### src/design/lafu_pkg.sv
`default_nettype none

package lafu_pkg;

  localparam int WINDOW_DEPTH_DEF = 4;
  localparam int POS_W = 31;
  localparam int WORD_W = 32;
  localparam int CFG_INDEX_W = 1;

  typedef logic [POS_W-1:0] pos_t;
  typedef logic [WORD_W-1:0] word_t;

  typedef enum logic [CFG_INDEX_W-1:0] {
    REG_DIST_LIMIT = 1'b0,
    REG_END_MARKER = 1'b1
  } cfg_reg_t;

  typedef struct packed {
    logic shift_zero;
    logic shift_one;
  } cell_ctrl_t;

endpackage

`default_nettype wire

### src/design/lafu_cell.sv
`default_nettype none

module lafu_cell
  import lafu_pkg::*;
(
  input  wire        clk,
  input  cell_ctrl_t ctrl,
  input  pos_t       din_zero,
  input  pos_t       din_one,
  output pos_t       dout_zero,
  output pos_t       dout_one
);

  pos_t pos_zero_r;
  pos_t pos_one_r;

  always_ff @(posedge clk) begin
    if (ctrl.shift_zero) begin
      pos_zero_r <= din_zero;
    end
    if (ctrl.shift_one) begin
      pos_one_r <= din_one;
    end
  end

  assign dout_zero = pos_zero_r;
  assign dout_one  = pos_one_r;

endmodule

`default_nettype wire

### src/design/location_adjacency_filter_unit.sv
// A result is registered in the output stage (the skid entry if it stalls). Throughput:
// one request per cycle while in_tready is high; the window shift, span subtract and
// compare all happen in the accepting cycle, and a two-entry output stage keeps in_tready
// high while one result waits. Reset clears both fill counts and the output stage, sets
// dist_limit to zero and end_marker to all ones; window contents are not reset.
`default_nettype none

module location_adjacency_filter_unit
  import lafu_pkg::*;
#(
  parameter int WINDOW_DEPTH = WINDOW_DEPTH_DEF
) (
  input  wire                   clk,
  input  wire                   rst_n,
  input  wire                   in_tvalid,
  output logic                  in_tready,
  input  wire  [WORD_W-1:0]     in_tdata,   // [31:0] location
  output logic                  out_tvalid,
  input  wire                   out_tready,
  output logic [WORD_W-1:0]     out_tdata,  // [31:0] out_word
  output logic                  out_tlast,
  input  wire                   cfg_valid,
  output logic                  cfg_ready,
  input  wire  [CFG_INDEX_W-1:0] cfg_index,
  input  wire  [WORD_W-1:0]     cfg_data
);

  localparam int FILL_W = $clog2(WINDOW_DEPTH + 1);
  localparam logic [FILL_W-1:0] FILL_FULL = FILL_W'(WINDOW_DEPTH);

  pos_t  dist_limit_r;
  word_t end_marker_r;

  logic [FILL_W-1:0] fill_zero_r, fill_zero_nxt;
  logic [FILL_W-1:0] fill_one_r, fill_one_nxt;

  logic  out_valid_r, out_valid_nxt;
  word_t out_data_r, out_data_nxt;
  logic  out_last_r, out_last_nxt;
  logic  skid_valid_r, skid_valid_nxt;
  word_t skid_data_r, skid_data_nxt;
  logic  skid_last_r, skid_last_nxt;

  pos_t win_zero [WINDOW_DEPTH+1];
  pos_t win_one  [WINDOW_DEPTH+1];

  logic       in_accept;
  logic       is_end;
  logic       strand;
  pos_t       pos;
  pos_t       oldest;
  logic       full_sel;
  word_t      span;
  logic       hit;
  logic       res_valid;
  word_t      res_data;
  logic       res_last;
  cell_ctrl_t cell_ctrl;

  assign cfg_ready = 1'b1;

  always_ff @(posedge clk) begin
    if (!rst_n) begin
      dist_limit_r <= '0;
      end_marker_r <= '1;
    end else if (cfg_valid && cfg_ready) begin
      unique case (cfg_reg_t'(cfg_index))
        REG_DIST_LIMIT: dist_limit_r <= cfg_data[POS_W-1:0];
        REG_END_MARKER: end_marker_r <= cfg_data;
        default: ;
      endcase
    end
  end

  assign in_tready = !skid_valid_r;
  assign in_accept = in_tvalid && in_tready;
  assign is_end    = (in_tdata == end_marker_r);
  assign strand    = in_tdata[0];
  assign pos       = in_tdata[WORD_W-1:1];

  assign cell_ctrl.shift_zero = in_accept && !is_end && !strand;
  assign cell_ctrl.shift_one  = in_accept && !is_end && strand;

  assign win_zero[WINDOW_DEPTH] = pos;
  assign win_one[WINDOW_DEPTH]  = pos;

  for (genvar i = 0; i < WINDOW_DEPTH; i++) begin : g_cell
    lafu_cell u_cell (
      .clk       (clk),
      .ctrl      (cell_ctrl),
      .din_zero  (win_zero[i+1]),
      .din_one   (win_one[i+1]),
      .dout_zero (win_zero[i]),
      .dout_one  (win_one[i])
    );
  end

  assign oldest   = strand ? win_one[0] : win_zero[0];
  assign full_sel = strand ? (fill_one_r == FILL_FULL) : (fill_zero_r == FILL_FULL);
  assign span     = {1'b0, pos} - {1'b0, oldest};
  assign hit      = full_sel && (span[WORD_W-1] || (span < {1'b0, dist_limit_r}));

  assign res_valid = in_accept && (is_end || hit);
  assign res_data  = is_end ? end_marker_r : {1'b0, oldest};
  assign res_last  = is_end;

  always_comb begin
    fill_zero_nxt = fill_zero_r;
    fill_one_nxt  = fill_one_r;
    if (in_accept) begin
      if (is_end) begin
        fill_zero_nxt = '0;
        fill_one_nxt  = '0;
      end else if (strand) begin
        if (fill_one_r != FILL_FULL) begin
          fill_one_nxt = fill_one_r + 1'b1;
        end
      end else begin
        if (fill_zero_r != FILL_FULL) begin
          fill_zero_nxt = fill_zero_r + 1'b1;
        end
      end
    end
  end

  always_comb begin
    out_valid_nxt  = out_valid_r;
    out_data_nxt   = out_data_r;
    out_last_nxt   = out_last_r;
    skid_valid_nxt = skid_valid_r;
    skid_data_nxt  = skid_data_r;
    skid_last_nxt  = skid_last_r;
    if (out_valid_r && !out_tready) begin
      if (res_valid) begin
        skid_valid_nxt = 1'b1;
        skid_data_nxt  = res_data;
        skid_last_nxt  = res_last;
      end
    end else if (skid_valid_r) begin
      out_valid_nxt  = 1'b1;
      out_data_nxt   = skid_data_r;
      out_last_nxt   = skid_last_r;
      skid_valid_nxt = res_valid;
      skid_data_nxt  = res_data;
      skid_last_nxt  = res_last;
    end else begin
      out_valid_nxt = res_valid;
      out_data_nxt  = res_data;
      out_last_nxt  = res_last;
    end
  end

  always_ff @(posedge clk) begin
    if (!rst_n) begin
      fill_zero_r  <= '0;
      fill_one_r   <= '0;
      out_valid_r  <= 1'b0;
      skid_valid_r <= 1'b0;
    end else begin
      fill_zero_r  <= fill_zero_nxt;
      fill_one_r   <= fill_one_nxt;
      out_valid_r  <= out_valid_nxt;
      skid_valid_r <= skid_valid_nxt;
    end
  end

  always_ff @(posedge clk) begin
    out_data_r  <= out_data_nxt;
    out_last_r  <= out_last_nxt;
    skid_data_r <= skid_data_nxt;
    skid_last_r <= skid_last_nxt;
  end

  assign out_tvalid = out_valid_r;
  assign out_tdata  = out_data_r;
  assign out_tlast  = out_last_r;

  a_skid_behind_out: assert property (@(posedge clk) disable iff (!rst_n)
    skid_valid_r |-> out_valid_r)
    else $error("Skid entry held while output stage is empty.");

  a_fill_bounded: assert property (@(posedge clk) disable iff (!rst_n)
    (fill_zero_r <= FILL_FULL) && (fill_one_r <= FILL_FULL))
    else $error("Fill count beyond window depth.");

  a_end_clears_fill: assert property (@(posedge clk) disable iff (!rst_n)
    (in_accept && is_end) |=> (fill_zero_r == '0) && (fill_one_r == '0))
    else $error("End marker did not clear fill counts.");

  a_result_shows: assert property (@(posedge clk) disable iff (!rst_n)
    res_valid |=> out_tvalid)
    else $error("Result of an accepted request not presented.");

endmodule

`default_nettype wire
### config.mk
export PLATFORM = sky130hd
export DESIGN_NAME = location_adjacency_filter_unit
export DESIGN_NICKNAME = d
export VERILOG_FILES = /design/src/design/lafu_pkg.sv /design/src/design/lafu_cell.sv /design/src/design/location_adjacency_filter_unit.sv
export SDC_FILE = /design/constraint.sdc
export NUM_CORES = 1
export LEC_CHECK = 0
export BUFFER_PORTS_ARGS = -buffer_cell sky130_fd_sc_hd__buf_2
export CORE_MARGIN = 1
export CORE_UTILIZATION = 30
export CTS_BUF_LIST = sky130_fd_sc_hd__clkbuf_4 sky130_fd_sc_hd__clkbuf_8
export DETAILED_ROUTE_END_ITERATION = 8
export PLACE_DENSITY = 0.46
export SKIP_LAST_GASP = 1
export SLEW_MARGIN = 40
export SYNTH_ARGS = -nofsm -noshare
export SYNTH_HDL_FRONTEND = slang
export SYNTH_SLANG_ARGS = --single-unit
### constraint.sdc
create_clock -name clk -period 6.97 [get_ports clk]
set_input_delay 0.697 -clock clk [delete_from_list [all_inputs] [get_ports clk]]
set_output_delay 0.697 -clock clk [all_outputs]
set_load 0.01 [all_outputs]
==> impl_results.md <==
* Area growth syn-to-layout at 17.9%
* Primary FF master, synth: edfxtp_1
* Mapped cell area at 0.0159 sq mm
* Pins Over Slew Limit at 0
* Worst endpoint required time at 7.24 ns
* Clock Power Share at 0.413
* FMAX at roughly 180 MHz
* Number of port buffers at between 100 and 150
* Setup violations, final at 0
* #FFs+latches synth at slightly below 400
* Post-Syn Instances at 1242
* Crit path time final at 5.48 ns
* Register area at 0.0109 sq mm
* DIE AREA at 0.0540 sq mm
* Syn Nets at 1379
* Drt pass-1 iters at 4
* Final clock skew at 0.0299 ns
* DP Area at 0.0173 sq mm
* Routed wl met3 at 1.68 mm
* Clock tree from TritonCTS: done
* Clock buffer count from CTS at 71
* Yosys warning count at 0
* H-tree Lvls at 3
* Buffer count from post-CTS setup fixing at 0
* GRT Util Overall at 0.147
* DP Worst Slack at about 0.57 ns
* Routed Antenna Nets at 0
* DR DRC count at 0
* Met1 WL at 19.1 mm
* # nets final at 1531
* Yosys top cell area share at 0.592
* Seq/Total Area, Yosys at 0.681
* Register share of total power at 0.495
* Fraction of layout cells with a size suffix above 1 at 0.197
* RSZ-0062 raised after global routing: false
* Comb power frac at 0.093
* Initial core utilization at 0.303
* # fillers at 5282
* Critical path endpoint category: flop
* Setup slack after layout at 1.49 ns
* Number of max-cap violations at 0
* Setup TNS at 0 ns
* Synth cell types at 58
* Startpoint types: input port
* DP HPWL at 25.8 mm
* Worst vdd ir at 0.126 mV
* Clock Root Buffer: clkbuf_8
* Top cells by count, synth: edfxtp_1 (314), nand2_1 (247), inv_1 (77), dfxtp_1 (71), ha_1 (66)
* Maximum clock path buffer count at 3
* Antenna Cells at 0
* Cell row count at 84
* Net Switching at 0.00129 W
* DR vias/cell at 4.54
* Net Sw Frac at 0.244
* Top-count cell post-synth: edfxtp_1
* Grt ovf at 0
* Post-layout util at 0.357
* CTS Sinks at 385
* Power per Cell Area at 282 mW/mm^2
* First-pass GRT wire length at 59.1 mm
* Worst-path clk slew at 0.07 ns
* Final Hold Fails at 0
* Largest net degree at the start of global routing at 100
* Vias in the first global route at 9820
* Number of synthesized flops with an enable pin at 314
* Mean post-synth cell area at 12.8 sq um
* Initial antenna violation count at 2
* Worst Path Max Fanout at 25
* Ranking of synthesized cells by area: edfxtp_1 (59%), dfxtp_1 (8.9%), nand2_1 (5.8%)
* Placed cell count at 2009
* I/O pin cnt at ~110
* Area leader, netlist: edfxtp_1
* Initial DRC Count at 513
* Routed length on met2 at 17.0 mm
* Worst EP arrival at 5.75 ns
* Die W at 232 um
* Drt total wl at 38.5 mm
* CP Class: in2reg
* Multi-input gate area at between 0.004 and 0.005 sq mm
* Hold Crit Class: in2reg
* # hold bufs at CTS at 0
* CORE AREA at ~0.053 sq mm
* Routed len/inst at 18.0 um
* Slew HR at 0.473
* Leak pwr at 7.04 nW
* Post-cts sizing count at 0
* Final critical-path share of the clock period at 0.786
* Via count at between 9000 and 10000
* Clock Latency Late Sink at 0.64 ns
* Final non-filler cell total at ~2100
* Run status: completed
* Uppermost layer routed: met5
* Post-synth ARST share at 0
* Gpl congestion at 0.838
* Finished layout cell area at 0.0188 sq mm
* Worst Tran Pin Value at 0.790 ns
* Int Power at about 0.004 W
* Die Span Y at 232 um
[cells in the final DEF, fill, tap and decap left out, types with 21 or more instances in the layout]
master	n
nand3_1	40
edfxtp_1	314
ha_1	66
xnor2_1	54
clkbuf_8	75
a21boi_0	36
nor2_1	59
nand2_1	246
dfxtp_1	70
a21oi_1	58
buf_2	103
inv_1	76
o21ai_0	21
mux2_2	33
[kinds of logic after synthesis]
group,count (synthesis),synth area share
simple gates,406,0.109
flops,385,0.681
compound gates,173,0.0723
buf+inv,118,0.0280
fa+ha+maj,67,0.0531
xor+xnor,59,0.0324
mux,33,0.0233
other cells,1,0.000235
[path summary, 6_finish.rpt]
check	slack (ns)	cells past startpoint	end	from
max reg2reg	1.70	19	skid_data_r[6]	g_cell[0].u_cell.dout_zero[21]
min reg2reg	0.40	0	g_cell[2].u_cell.dout_one[11]	g_cell[3].u_cell.dout_one[11]
min	0.32	3	end_marker_r[4]	cfg_data[4]
max	1.49	20	skid_data_r[6]	in_tdata[0]
[metal layers]
| layer | global-route usage | vias up |
|---|---|---|
| li1 | - | 4732 |
| met4 | 0.0516 | 2 |
| met2 | 0.220 | 199 |
| met3 | 0.0319 | 52 |
| met5 | 0 | - |
| met1 | 0.209 | 4716 |
[metrics by stage]
step | hold WS, ns | total power [W]
floorplan | 0.400 | 0.00299
global placement | 0.400 | 0.00316
detailed placement | 0.405 | 0.00316
CTS | 0.256 | 0.00539
global route | 0.282 | 0.00556
finish | 0.317 | 0.00530
[flip-flops by register name (all words and copies together), names as in the netlist]
name                     flops
g_cell.u_cell.dout_one     124
g_cell.u_cell.dout_zero    124
end_marker_r                32
out_tdata                   32
skid_data_r                 32
dist_limit_r                31
fill_one_r                   3
fill_zero_r                  3
out_tlast                    1
out_tvalid                   1
skid_last_r                  1
skid_valid_r                 1
[worst max-delay path, stage by stage]
cell and delay [ns]:
buf_4 0.40, mux2_2 0.39, inv_1 0.08, ha_1 0.29, and2_1 0.20, o21ai_0 0.21, a21boi_0 0.55, nand2_1 0.11
o21ai_1 0.30, a21boi_0 0.23, ha_1 0.27, a21o_1 0.18, a21o_1 0.16, a21oi_1 0.15, nor2_1 0.05, a2111oi_0 0.49
o211ai_1 0.16, and4_1 0.24, a21oi_4 0.17, buf_4 0.39
[cell type report]
cell class / instances / share of cell area
clock buffer: 95 / 0.0630
clock inverter: 34 / 0.0135
inverter: 77 / 0.0155
multi-input combinational: 739 / 0.248
sequential: 385 / 0.578
tap: 688 / 0.0459
timing repair buffer: 120 / 0.0360
[power by group through the flow]
stage / Sequential (W) / Combinational [W] / Clock [W]
2_1_floorplan: 0.00267 / 0.000322 / 0
3_3_place_gp: 0.00266 / 0.000495 / 0
3_5_place_dp: 0.00267 / 0.000498 / 0
4_1_cts: 0.00262 / 0.000501 / 0.00227
5_1_grt: 0.00263 / 0.000558 / 0.00237
6_report: 0.00262 / 0.000492 / 0.00218
Power figures use the tool's default switching activity.
